===== src/hdl/lcs_length_and_traceback_assert.svh =====
// ---------------------------------------------------------------------------
// lcs_length_and_traceback_assert
// Assertion macros used by the LCS engine controller.
// ---------------------------------------------------------------------------
`ifndef LCS_LENGTH_AND_TRACEBACK_ASSERT_SVH
`define LCS_LENGTH_AND_TRACEBACK_ASSERT_SVH

// Clocked implication assertion with active-low reset disable.
`define LCS_ASSERT_IMPL(label, clk, rstn, ante, cons, msg) \
    label: assert property (@(posedge clk) disable iff (!rstn) (ante) |-> (cons)) \
        else $error(msg);

// Next-cycle implication assertion.
`define LCS_ASSERT_NEXT(label, clk, rstn, ante, cons, msg) \
    label: assert property (@(posedge clk) disable iff (!rstn) (ante) |=> (cons)) \
        else $error(msg);

`endif


===== src/hdl/lcs_pkg.sv =====
// ---------------------------------------------------------------------------
// lcs_pkg
// Shared types and codes for the LCS engine.
// ---------------------------------------------------------------------------
`timescale 1ns / 1ps

package lcs_pkg;

    localparam logic [1:0] ACT_LOAD_A  = 2'd0;
    localparam logic [1:0] ACT_LOAD_B  = 2'd1;
    localparam logic [1:0] ACT_COMPUTE = 2'd2;

    // Datapath operations issued by the controller.
    typedef enum logic [3:0] {
        OP_NONE,
        OP_LOAD_A,
        OP_LOAD_B,
        OP_FILL_START,
        OP_FILL_READ,
        OP_FILL_WRITE,
        OP_TB_START,
        OP_TB_READ,
        OP_TB_DECIDE,
        OP_EMIT_START,
        OP_EMIT_READ,
        OP_EMIT_SHOW
    } lcs_op_t;

    typedef struct packed {
        logic fill_done;   // last cell written
        logic tb_done;     // traceback finished
        logic emit_last;   // current emit index is the last
        logic len_zero;    // subsequence empty
    } lcs_status_t;

endpackage


===== src/hdl/lcs_ctrl.sv =====
// ---------------------------------------------------------------------------
// lcs_ctrl
// Sequencer for load, table fill, traceback and emit.
// ---------------------------------------------------------------------------
`timescale 1ns / 1ps

`include "lcs_length_and_traceback_assert.svh"

module lcs_ctrl (
    input  logic                 aclk,
    input  logic                 aresetn,
    input  logic                 s_valid,
    output logic                 s_ready,
    input  logic [1:0]           s_action,
    output logic                 m_valid,
    input  logic                 m_ready,
    output logic                 m_char_valid,
    output logic                 m_last_char,
    input  lcs_pkg::lcs_status_t status,
    output lcs_pkg::lcs_op_t     op
);

    typedef enum logic [3:0] {
        S_IDLE, S_FILL_RD, S_FILL_WR, S_TB_SETUP, S_TB_RD, S_TB_DEC,
        S_EMIT_RD, S_EMIT_WAIT, S_OUT
    } state_t;

    state_t state_reg;
    logic   cv_reg, last_reg;
    logic   acc;

    assign s_ready      = (state_reg == S_IDLE);
    assign m_valid      = (state_reg == S_OUT);
    assign m_char_valid = cv_reg;
    assign m_last_char  = last_reg;
    assign acc          = s_valid && s_ready;

    always_comb begin
        op = lcs_pkg::OP_NONE;
        case (state_reg)
            S_IDLE: begin
                if (acc) begin
                    case (s_action)
                        lcs_pkg::ACT_LOAD_A:  op = lcs_pkg::OP_LOAD_A;
                        lcs_pkg::ACT_LOAD_B:  op = lcs_pkg::OP_LOAD_B;
                        lcs_pkg::ACT_COMPUTE: op = lcs_pkg::OP_FILL_START;
                        default:              op = lcs_pkg::OP_NONE;
                    endcase
                end
            end
            S_FILL_RD:   op = lcs_pkg::OP_FILL_READ;
            S_FILL_WR:   op = lcs_pkg::OP_FILL_WRITE;
            S_TB_SETUP:  op = lcs_pkg::OP_TB_START;
            S_TB_RD:     op = lcs_pkg::OP_TB_READ;
            S_TB_DEC:    op = status.tb_done ? lcs_pkg::OP_EMIT_START : lcs_pkg::OP_TB_DECIDE;
            S_EMIT_RD:   op = lcs_pkg::OP_EMIT_READ;
            S_OUT:       op = (m_ready && !last_reg) ? lcs_pkg::OP_EMIT_SHOW : lcs_pkg::OP_NONE;
            default:     op = lcs_pkg::OP_NONE;
        endcase
    end

    always_ff @(posedge aclk) begin
        if (!aresetn) begin
            state_reg <= S_IDLE;
            cv_reg    <= 1'b0;
            last_reg  <= 1'b0;
        end else begin
            case (state_reg)
                S_IDLE:    if (acc && s_action == lcs_pkg::ACT_COMPUTE) state_reg <= S_FILL_RD;
                S_FILL_RD: state_reg <= S_FILL_WR;
                S_FILL_WR: state_reg <= status.fill_done ? S_TB_SETUP : S_FILL_RD;
                S_TB_SETUP: state_reg <= S_TB_RD;
                S_TB_RD:   state_reg <= S_TB_DEC;
                S_TB_DEC:  state_reg <= status.tb_done ? S_EMIT_RD : S_TB_RD;
                S_EMIT_RD: state_reg <= S_EMIT_WAIT;
                S_EMIT_WAIT: begin
                    cv_reg    <= !status.len_zero;
                    last_reg  <= status.len_zero || status.emit_last;
                    state_reg <= S_OUT;
                end
                S_OUT: if (m_ready) state_reg <= last_reg ? S_IDLE : S_EMIT_RD;
                default: state_reg <= S_IDLE;
            endcase
        end
    end

    `LCS_ASSERT_IMPL(a_no_accept_busy, aclk, aresetn, state_reg != S_IDLE, !s_ready, "accept while busy")
    `LCS_ASSERT_NEXT(a_out_hold, aclk, aresetn, m_valid && !m_ready, m_valid && $stable(m_last_char), "result dropped")
    `LCS_ASSERT_IMPL(a_empty_last, aclk, aresetn, m_valid && !m_char_valid, m_last_char, "empty result not last")

endmodule


===== config.mk =====
export PLATFORM = sky130hd
export DESIGN_NAME = lcs_ctrl
export DESIGN_NICKNAME = d
export VERILOG_FILES = /design/src/hdl/lcs_pkg.sv /design/src/hdl/lcs_ctrl.sv
export VERILOG_INCLUDE_DIRS = /design/src /design/src/hdl
export SDC_FILE = /design/constraint.sdc
export NUM_CORES = 1
export LEC_CHECK = 0
export ABC_AREA = 1
export BUFFER_PORTS_ARGS = -buffer_cell sky130_fd_sc_hd__buf_4
export CAP_MARGIN = 20
export CORE_AREA = 2 2 39 41
export DETAILED_ROUTE_END_ITERATION = 10
export DIE_AREA = 0 0 41 43
export GPL_ROUTABILITY_DRIVEN = 0
export GPL_TIMING_DRIVEN = 0
export PLACE_DENSITY = 0.62
export SYNTH_ARGS = -nofsm -noshare
export SYNTH_HDL_FRONTEND = slang
export SYNTH_SLANG_ARGS = --single-unit

===== constraint.sdc =====
create_clock -name aclk -period 2.5 [get_ports aclk]
set_clock_uncertainty 0.1 [all_clocks]
set_input_delay 0.625 -clock aclk [delete_from_list [all_inputs] [get_ports aclk]]
set_output_delay 0.625 -clock aclk [all_outputs]
set_load 0.01 [all_outputs]

==> results of run 1 <==
cells by family after synthesis:
logic type               after synthesis  share of synthesized area [%]
AND/OR/NAND/NOR                       41                           46.8
buffers and inverters                 11                           9.65
AO/OA/AOI/OAI                          7                           9.65
flip-flops                             6                           28.1
adder cells (fa/ha/maj)                2                           5.85
metal layers:
metal	track usage (%)	wire, um	vias to the layer above
li1	-	-	259
met1	16.8	457	204
met2	21.6	448	17
met3	2.09	75	0
met4	10.0	0	0
met5	0	0	-
synth_stat cells:
cell,n
and3_1,1
a21oi_1,3
dfxtp_1,6
or2_1,1
a31oi_1,1
nor3b_2,1
nand3b_1,1
ha_1,2
and3_2,1
nor2_4,1
nand4_1,1
nor4_1,1
inv_1,11
nor2_1,7
nand3_1,8
o21bai_1,1
nand2_2,1
o21ai_1,1
nand2_1,17
o211ai_1,1
worst max path at each step:
stage,from,endpoint,slack (ns),depth (start not counted)
finish,s_action[0],op[1],0.35,6
global route,state_reg[3],op[1],0.22,9
CTS,s_action[0],op[1],0.33,6
detailed placement,s_action[0],op[1],0.33,6
global placement,s_action[0],op[1],0.35,6
floorplan,s_action[0],op[1],0.59,4
power by group through the flow:
stage          Clock, mW  Sequential (mW)  Combinational [mW]
3_5_place_dp           0            0.100              0.0434
6_report          0.0849           0.0989              0.0430
5_1_grt           0.0921           0.0991              0.0487
3_3_place_gp           0            0.100              0.0428
4_1_cts           0.0903           0.0988              0.0437
2_1_floorplan          0            0.100              0.0203
worst max-delay path, stage by stage:
cell	delay [ns]
buf_4	0.07
inv_1	0.04
ha_1	0.28
a31oi_1	0.19
nand2_1	0.07
buf_4	0.14
area by class of cell:
| class | instances | area (sq um) |
|---|---|---|
| flip-flops and latches | 6 | 120 |
| fillers | 153 | 786 |
| well taps | 16 | 20.0 |
| repair buffers | 17 | 128 |
| multi-input cells | 50 | 267 |
| inverters | 11 | 41.3 |
| clock buffers | 3 | 22.5 |
per-stage QoR:
step / hold WS (ns) / setup WS (ns) / std cells / instance area, sq um
2_1_floorplan: 0.369 / 0.589 / 67 / 428
3_3_place_gp: 0.358 / 0.353 / 100 / 576
3_5_place_dp: 0.355 / 0.330 / 100 / 576
4_1_cts: 0.362 / 0.328 / 103 / 598
5_1_grt: 0.379 / 0.217 / 103 / 598
6_report: 0.362 / 0.346 / 103 / 598
==> run metrics, run 1 <==
Final setup viols 0; worst-case clock buffer depth 2; hold-fix buffers at CTS 0; CTS Buf Count 3; Area Growth Syn to Fin 39.8%; synthesized area around 430 sq um; Post-DRT Antenna Nets 0; Final min period 2.15 ns; remaining global-route overflow 0; Fmax 464 MHz; CTS tree done; GRT Resource Usage Total between 10% and 20%; initial antenna violation count 0; Sw Ratio 23.1%; cell taking the most area after synthesis dfxtp_1; die width approximately 40 um; IO Pins 18; hold depth 2; crit path launch type primary input; H-tree depth 1; sequential fraction of the synthesis area approximately 28%; Post-Route Setup TNS 0 ns; number of vias per cell between 4 and 5; status finished, final reports clean; VDD IR-drop max between 0.0002 and 0.0003 V; Initial Util between 30% and 40%; Clock Tree Root clkbuf_4; clock network fraction of total power 37.4%; Reg2Reg Setup Slack between 1 and 1.5 ns; Int Power approximately 170 uW; final hold violations 0; total net switching power between 50 and 60 uW; total inserted antenna cells 0; Wirelength per Cell about 9.5 um; share of layout cells above drive strength 1 between 20% and 30%; syn nets 79; total power draw about 230 uW; drt total wl approximately 980 um; Die Ht 43 um; Leak ~0.32 nW; commonest cells after routing, fill and taps aside 17 x nand2_1, 17 x buf_4, 11 x inv_1; Max Cap Viol 0; Pwr Density around 380 nW/um^2; top cell type's share of synthesized area 28.1%; die area roughly 1800 sq um; CP Class in2out; RSZ-0062 raised after global routing no; worst hold endpoint m_char_valid; distinct cell type count after synthesis 20; CP Capture Type output port; R2R Path End state_reg[1]; routed vias 480; R2R depth 6; top post-synthesis cells by area dfxtp_1 28%, nand2_1 15%, inv_1 9.6%, nand3_1 9.4%, nor2_1 6.1%; crit path DAT between 1 and 1.5 ns; Largest register FFs 4; Critical Path Fanout Max 2; number of synthesized register bits 6; Synth Area per Inst 6.39 sq um; Remaining DRCs 0; core area roughly 1400 sq um; clk sinks 6; share of the clock period used by the worst path between 80% and 90%; Clock transition at path regs 0.04 ns; post-detail-place hpwl 836 um; worst-margin pin slew 0.324 ns; vias in the first global route about 450; fin util 43.2%; WP data required approximately 1.8 ns; largest net degree at the start of global routing 8; Worst R2R Start state_reg[3]; Post-CTS Resized 0; DR pass1 iterations 4; Rows 14; fin nets 101; yosys synthesis warning count 0; DRT iter0 DRCs 8; Hold Crit Start m_char_valid; postcts setup bufs 0; combinational share of power 19.0%; port bufs 17; slew margin rel. 78.3%; Final Max Slew Viols 0; Flop pwr share between 40 and 50%; Worst-Skew Late Latency 0.24 ns; Gate Count Post-Synth 67; first-pass GRT wire length approximately 1.7 mm; worst min path class reg2reg
(Power assumes the default switching activity.)
==> inputs of run 2 (changes only) <==
BUFFER_PORTS_ARGS = -buffer_cell sky130_fd_sc_hd__buf_2   (was -buffer_cell sky130_fd_sc_hd__buf_4)
==> run metrics, run 2 (same netlist as run 1, synthesis figures left out) <==
Wirelength per Cell 9.15 um (was 9.52 um); CTS Buf Count 3 (unchanged); Hold Crit Start m_char_valid (unchanged); Critical Path Fanout Max 4 (was 2); fin nets 101 (unchanged); GRT Resource Usage Total 13.0% (was 14.1%); WP data required 1.77 ns (about the same); Max Cap Viol 0 (unchanged); CP Class reg2out (was in2out); Post-DRT Antenna Nets 0 (unchanged); Worst-Skew Late Latency 0.24 ns (about the same); Post-CTS Resized 0 (unchanged); VDD IR-drop max 0.000193 V (was 0.000257 V); post-detail-place hpwl 810 um (was 836 um); Final setup viols 0 (unchanged); worst min path class reg2reg (unchanged); postcts setup bufs 0 (unchanged); clk sinks 6 (unchanged); Pwr Density 396 nW/um^2 (was 379 nW/um^2); crit path DAT 1.40 ns (was 1.43 ns); remaining global-route overflow 0 (unchanged); share of layout cells above drive strength 1 27.6% (unchanged); setup ws final 0.373 ns (was 0.346 ns); commonest cells after routing, fill and taps aside 17 x nand2_1, 17 x buf_2, 11 x inv_1 (was 17 x nand2_1, 17 x buf_4, 11 x inv_1); share of the clock period used by the worst path 85.1% (was 86.2%); Clock transition at path regs 0.04 ns (about the same); vias in the first global route 431 (was 454); Post-Route Setup TNS 0 ns (unchanged); Final min period 2.13 ns (was 2.15 ns); Largest register FFs 4 (unchanged); CP Capture Type output port (unchanged); Die Ht 43 um (unchanged); Rows 14 (unchanged); Largest stage delay, worst path 0.42 ns (was 0.28 ns); CTS tree done (unchanged); H-tree depth 1 (unchanged); Leak 0.313 nW (was 0.323 nW); RSZ-0062 raised after global routing no (unchanged); Placed Area 533 sq um (was 576 sq um); Final Max Slew Viols 0 (unchanged); core area 1380 sq um (unchanged); initial antenna violation count 0 (unchanged); port bufs 17 (unchanged); Clock Tree Root clkbuf_4 (unchanged); Area Growth Syn to Fin 29.8% (was 39.8%); Worst Setup SP state_reg[3] (was s_action[0]); hold-fix buffers at CTS 0 (unchanged); slowest cell on the critical path dfxtp_1 (was ha_1); Initial Util 30.9% (unchanged); GR peak layer met2 (unchanged); die width 41 um (unchanged); DR pass1 iterations 4 (unchanged); IO Pins 18 (unchanged); final hold violations 0 (unchanged); DRT iter0 DRCs 8 (unchanged); number of vias per cell 4.64 (was 4.66); largest net degree at the start of global routing 8 (unchanged); routed vias 478 (was 480); met3 Track Usage GR 1.57% (was 2.09%); crit path launch type flop (was primary input); Remaining DRCs 0 (unchanged); Place WS 0.352 ns (was 0.330 ns); CP Cell Sequence inv_1 > nor2_1 > nand2_1 > inv_1 > nand3_1 > nand2_1 > inv_1 > nand2_1 > buf_2 (was buf_4 > inv_1 > ha_1 > a31oi_1 > nand2_1 > buf_4); worst-margin pin slew 0.307 ns (was 0.324 ns); worst-case clock buffer depth 2 (unchanged); die area 1760 sq um (unchanged); Fmax 470 MHz (was 464 MHz); total inserted antenna cells 0 (unchanged); slew margin rel. 79.5% (was 78.3%); M2 GR Usage 19.1% (was 21.6%); met1 Resource Use GR 16.2% (was 16.8%); Worst R2R Start state_reg[3] (unchanged); first-pass GRT wire length 1.55 mm (was 1.71 mm); total power draw 220 uW (was 227 uW); status finished, final reports clean (unchanged); Final Cell Area 556 sq um (was 598 sq um); drt total wl 942 um (was 981 um)
==> run 2: cell counts in the layout (fill, tap and decap cells not counted) <==
No cell type changed its count.
==> run 2: final cells by class <==
class | instances | area [sq um]
multi-input cells | 50 | 267
clock buffers | 3 | 22.5
repair buffers | 17 | 85.1
fillers | 163 | 828
well taps | 16 | 20.0
inverters | 11 | 41.3
flip-flops and latches | 6 | 120
==> run 2: where the power goes <==
group | internal [mW] | switching, mW
clock | 0.0540 | 0.0315
combinational | 0.0163 | 0.0192
sequential | 0.0974 | 0.00153
==> run 2: through the flow <==
stage / hold slack (ns) / util [%] / cells
floorplan: 0.369 / - / 67
global placement: 0.354 / 38.5 / 100
detailed placement: 0.352 / 38.5 / 100
CTS: 0.359 / 40.1 / 103
global route: 0.374 / 40.1 / 103
finish: 0.363 / 40.1 / 103
==> run 2: worst paths after layout <==
path,endpoint,slack (ns),cells after the start
max,op[1],0.37,9
min,m_char_valid,0.36,2
max reg2reg,state_reg[1],1.17,6
min reg2reg,m_char_valid,0.36,2
==> run 2: metal layers <==
layer | routed length (um) | vias up
li1 | - | 262
met1 | 448 | 189
met2 | 377 | 24
met3 | 86 | 3
met4 | 29 | 0
met5 | 0 | -
==> run 2: critical path: cells and delay by family (launching register included) <==
kind	cells	cell delay, ns
AND/OR/NAND/NOR	5	0.43
flip-flops	1	0.42
buffers and inverters	4	0.31
==> inputs of run 3 (changes only) <==
ABC_AREA = not set   (was 1)
PLACE_DENSITY = 0.67   (was 0.62)
==> run metrics, run 3 <==
status finished, final reports clean (unchanged); Final Max Slew Viols 0 (unchanged); number of vias per cell 5.02 (was 4.64); worst-case clock buffer depth 2 (unchanged); R2R depth 4 (was 6); Clock Tree Root clkbuf_4 (unchanged); list of most frequent post-synthesis cells 6 x a21oi_1, 6 x dfxtp_1, 6 x nor2_1, 5 x inv_1, 5 x o21ai_0 (was 17 x nand2_1, 11 x inv_1, 8 x nand3_1, 7 x nor2_1, 6 x dfxtp_1); die area 1760 sq um (unchanged); drt total wl 1.13 mm (was 942 um); ys async rst share 0% (unchanged); R2R Path End state_reg[2] (was state_reg[1]); CTS Buf Count 3 (unchanged); largest net degree at the start of global routing 11 (was 8); port bufs 17 (unchanged); cell taking the most area after synthesis dfxtp_1 (unchanged); DRT iter0 DRCs 10 (was 8); commonest cells after routing, fill and taps aside 21 x buf_2, 6 x nor2_1, 6 x a21oi_1, 6 x dfxtp_1 (was 17 x nand2_1, 17 x buf_2, 11 x inv_1); hold-fix buffers at CTS 0 (unchanged); top post-synthesis cells by area dfxtp_1 25%, a21oi_1 6.1%, ha_1 5.1%, o21ai_0 5.1%, nor2_1 4.6% (was dfxtp_1 28%, nand2_1 15%, inv_1 9.6%, nand3_1 9.4%, nor2_1 6.1%); number of synthesized register bits 6 (unchanged); Area Growth Syn to Fin 26.1% (was 29.8%); RSZ-0062 raised after global routing no (unchanged); met1 Resource Use GR 23.1% (was 16.2%); fillers 144 (was 163); Critical Path Fanout Max 10 (was 4); slew margin rel. 78.7% (was 79.5%); share of the clock period used by the worst path 93.5% (was 85.1%); initial antenna violation count 0 (unchanged); post-detail-place hpwl 879 um (was 810 um); CP Cell Sequence buf_2 > or3b_2 > a21oi_1 > a21oi_1 > o21ai_0 > buf_2 (was inv_1 > nor2_1 > nand2_1 > inv_1 > nand3_1 > nand2_1 > inv_1 > nand2_1 > buf_2); GR peak layer met1 (was met2); Rows 14 (unchanged); distinct cell type count after synthesis 28 (was 20); clk sinks 6 (unchanged); delay-heaviest family, CP simple AND/OR/NAND/NOR gates (unchanged); Initial Util 35.4% (was 30.9%); fin nets 98 (was 101); Gate Count Post-Synth 64 (was 67); Wirelength per Cell 11.3 um (was 9.15 um); die width 41 um (unchanged); Reg2Reg Setup Slack 1.01 ns (was 1.17 ns); crit path DAT 1.61 ns (was 1.40 ns); Largest stage delay, worst path 0.45 ns (was 0.42 ns); VDD IR-drop max 0.000281 V (was 0.000193 V); slowest cell on the critical path or3b_2 (was dfxtp_1); sequential fraction of the synthesis area 24.6% (was 28.1%); Post-Route Setup TNS 0 ns (unchanged); worst path buffer plus inverter count 2 (was 4); Leak 0.299 nW (was 0.313 nW); CP Class reg2out (unchanged); WP data required 1.77 ns (about the same); CP Capture Type output port (unchanged); total power draw 226 uW (was 220 uW); top cell type's share of synthesized area 24.6% (was 28.1%); commonest non-fill, non-tap cell in the layout buf_2; Final setup viols 0 (unchanged); Final min period 2.34 ns (was 2.13 ns); GRT Resource Usage Total 15.6% (was 13.0%); Worst R2R Start state_reg[0] (was state_reg[3]); Remaining DRCs 0 (unchanged); share of layout cells above drive strength 1 34.5% (was 27.6%); crit path launch type flop (unchanged); synthesized area 489 sq um (was 428 sq um); IO Pins 18 (unchanged); Fmax 428 MHz (was 470 MHz); Die Ht 43 um (unchanged); worst-margin pin slew 0.317 ns (was 0.307 ns); final hold violations 0 (unchanged); postcts setup bufs 0 (unchanged); vias in the first global route 440 (was 431); Post-DRT Antenna Nets 0 (unchanged); core area 1380 sq um (unchanged); hold depth 1 (was 2); Clock transition at path regs 0.04 ns (about the same); Largest register FFs 4 (unchanged); main flop type after synthesis dfxtp_1 (unchanged); M2 GR Usage 21.6% (was 19.1%); Pwr Density 366 nW/um^2 (was 396 nW/um^2); CTS tree done (unchanged); DR pass1 iterations 4 (unchanged); routed vias 502 (was 478); first-pass GRT wire length 1.93 mm (was 1.55 mm); H-tree depth 1 (unchanged); Synth Area per Inst 7.64 sq um (was 6.39 sq um); worst hold endpoint m_char_valid (unchanged); worst min path class reg2reg (unchanged); met3 Track Usage GR 1.57% (unchanged); Max Cap Viol 0 (unchanged); Worst-Skew Late Latency 0.24 ns (about the same); Final Cell Area 617 sq um (was 556 sq um); yosys synthesis warning count 0 (unchanged); Post-CTS Resized 0 (unchanged); EDFF count, synth 0 (unchanged); remaining global-route overflow 0 (unchanged); syn nets 76 (was 79); Hold Crit Start m_char_valid (unchanged); total inserted antenna cells 0 (unchanged); Placed Area 594 sq um (was 533 sq um)
-- run 3: cell count changes after synthesis, moves of 2 or more --
cell / before / now
o22ai_1: 0 / 2
nand2b_1: 0 / 2
and2_1: 0 / 3
inv_1: 11 / 5
a21oi_1: 3 / 6
nand3_1: 8 / 0
nor2b_1: 0 / 2
nor3_1: 0 / 2
o21ai_0: 0 / 5
buf_2: 0 / 4
nand2_1: 17 / 3
-- run 3: how the worst max path moves through the flow --
stage / endpoint / slack (ns) / cells past startpoint / startpoint
2_1_floorplan: op[1] / 0.40 / 6 / s_action[0]
3_3_place_gp: op[1] / 0.21 / 8 / s_action[0]
3_5_place_dp: op[1] / 0.20 / 8 / s_action[1]
4_1_cts: op[0] / 0.15 / 6 / state_reg[2]
5_1_grt: op[0] / 0.05 / 6 / state_reg[2]
6_report: op[0] / 0.16 / 6 / state_reg[2]
-- run 3: layout make-up --
type	instances	area [sq um]	share of cell area, %
Timing Repair Buffer	17	85.1	13.8
Multi-Input combinational cell	49	330	53.5
Tap cell	16	20.0	3.25
Clock buffer	3	22.5	3.65
Sequential cell	6	120	19.5
Buffer	4	20.0	3.25
Inverter	5	18.8	3.04
-- run 3: worst register-to-register path, delay by kind of cell, from the launching register on --
family	cells	cell delay (ns)
AOI/OAI and AO/OA	2	0.27
DFF	1	0.31
and+or+nand+nor	2	0.70
-- run 3: kinds of logic (layout without fill, tap and decap cells) --
group,after synthesis,in the layout,share of synthesized area (%)
AND/OR/NAND/NOR,25,25,32.0
buffers and inverters,9,29,7.93
AO/OA/AOI/OAI,20,20,26.3
XOR/XNOR,1,1,1.79
multiplexers,1,1,2.30
flip-flops,6,6,24.6
adder cells (fa/ha/maj),2,2,5.11
-- run 3: routing by layer --
layer,up-vias,wire [um]
met5,-,0
met4,0,9
met3,2,61
met2,12,491
met1,220,563
li1,268,-
-- run 3: power breakdown --
part | switching, mW | total, mW | internal, mW
Sequential | 0.000807 | 0.0980 | 0.0972
Combinational | 0.0211 | 0.0403 | 0.0192
Clock | 0.0334 | 0.0876 | 0.0542
Total | 0.0553 | 0.226 | 0.171
-- run 3: through the flow --
step	hold slack (ns)	worst slack (ns)	instances	utilization [%]
floorplan	0.433	0.400	64	-
global placement	0.383	0.205	97	42.9
detailed placement	0.386	0.202	97	42.9
CTS	0.400	0.155	100	44.6
global route	0.409	0.0495	100	44.6
finish	0.397	0.163	100	44.6
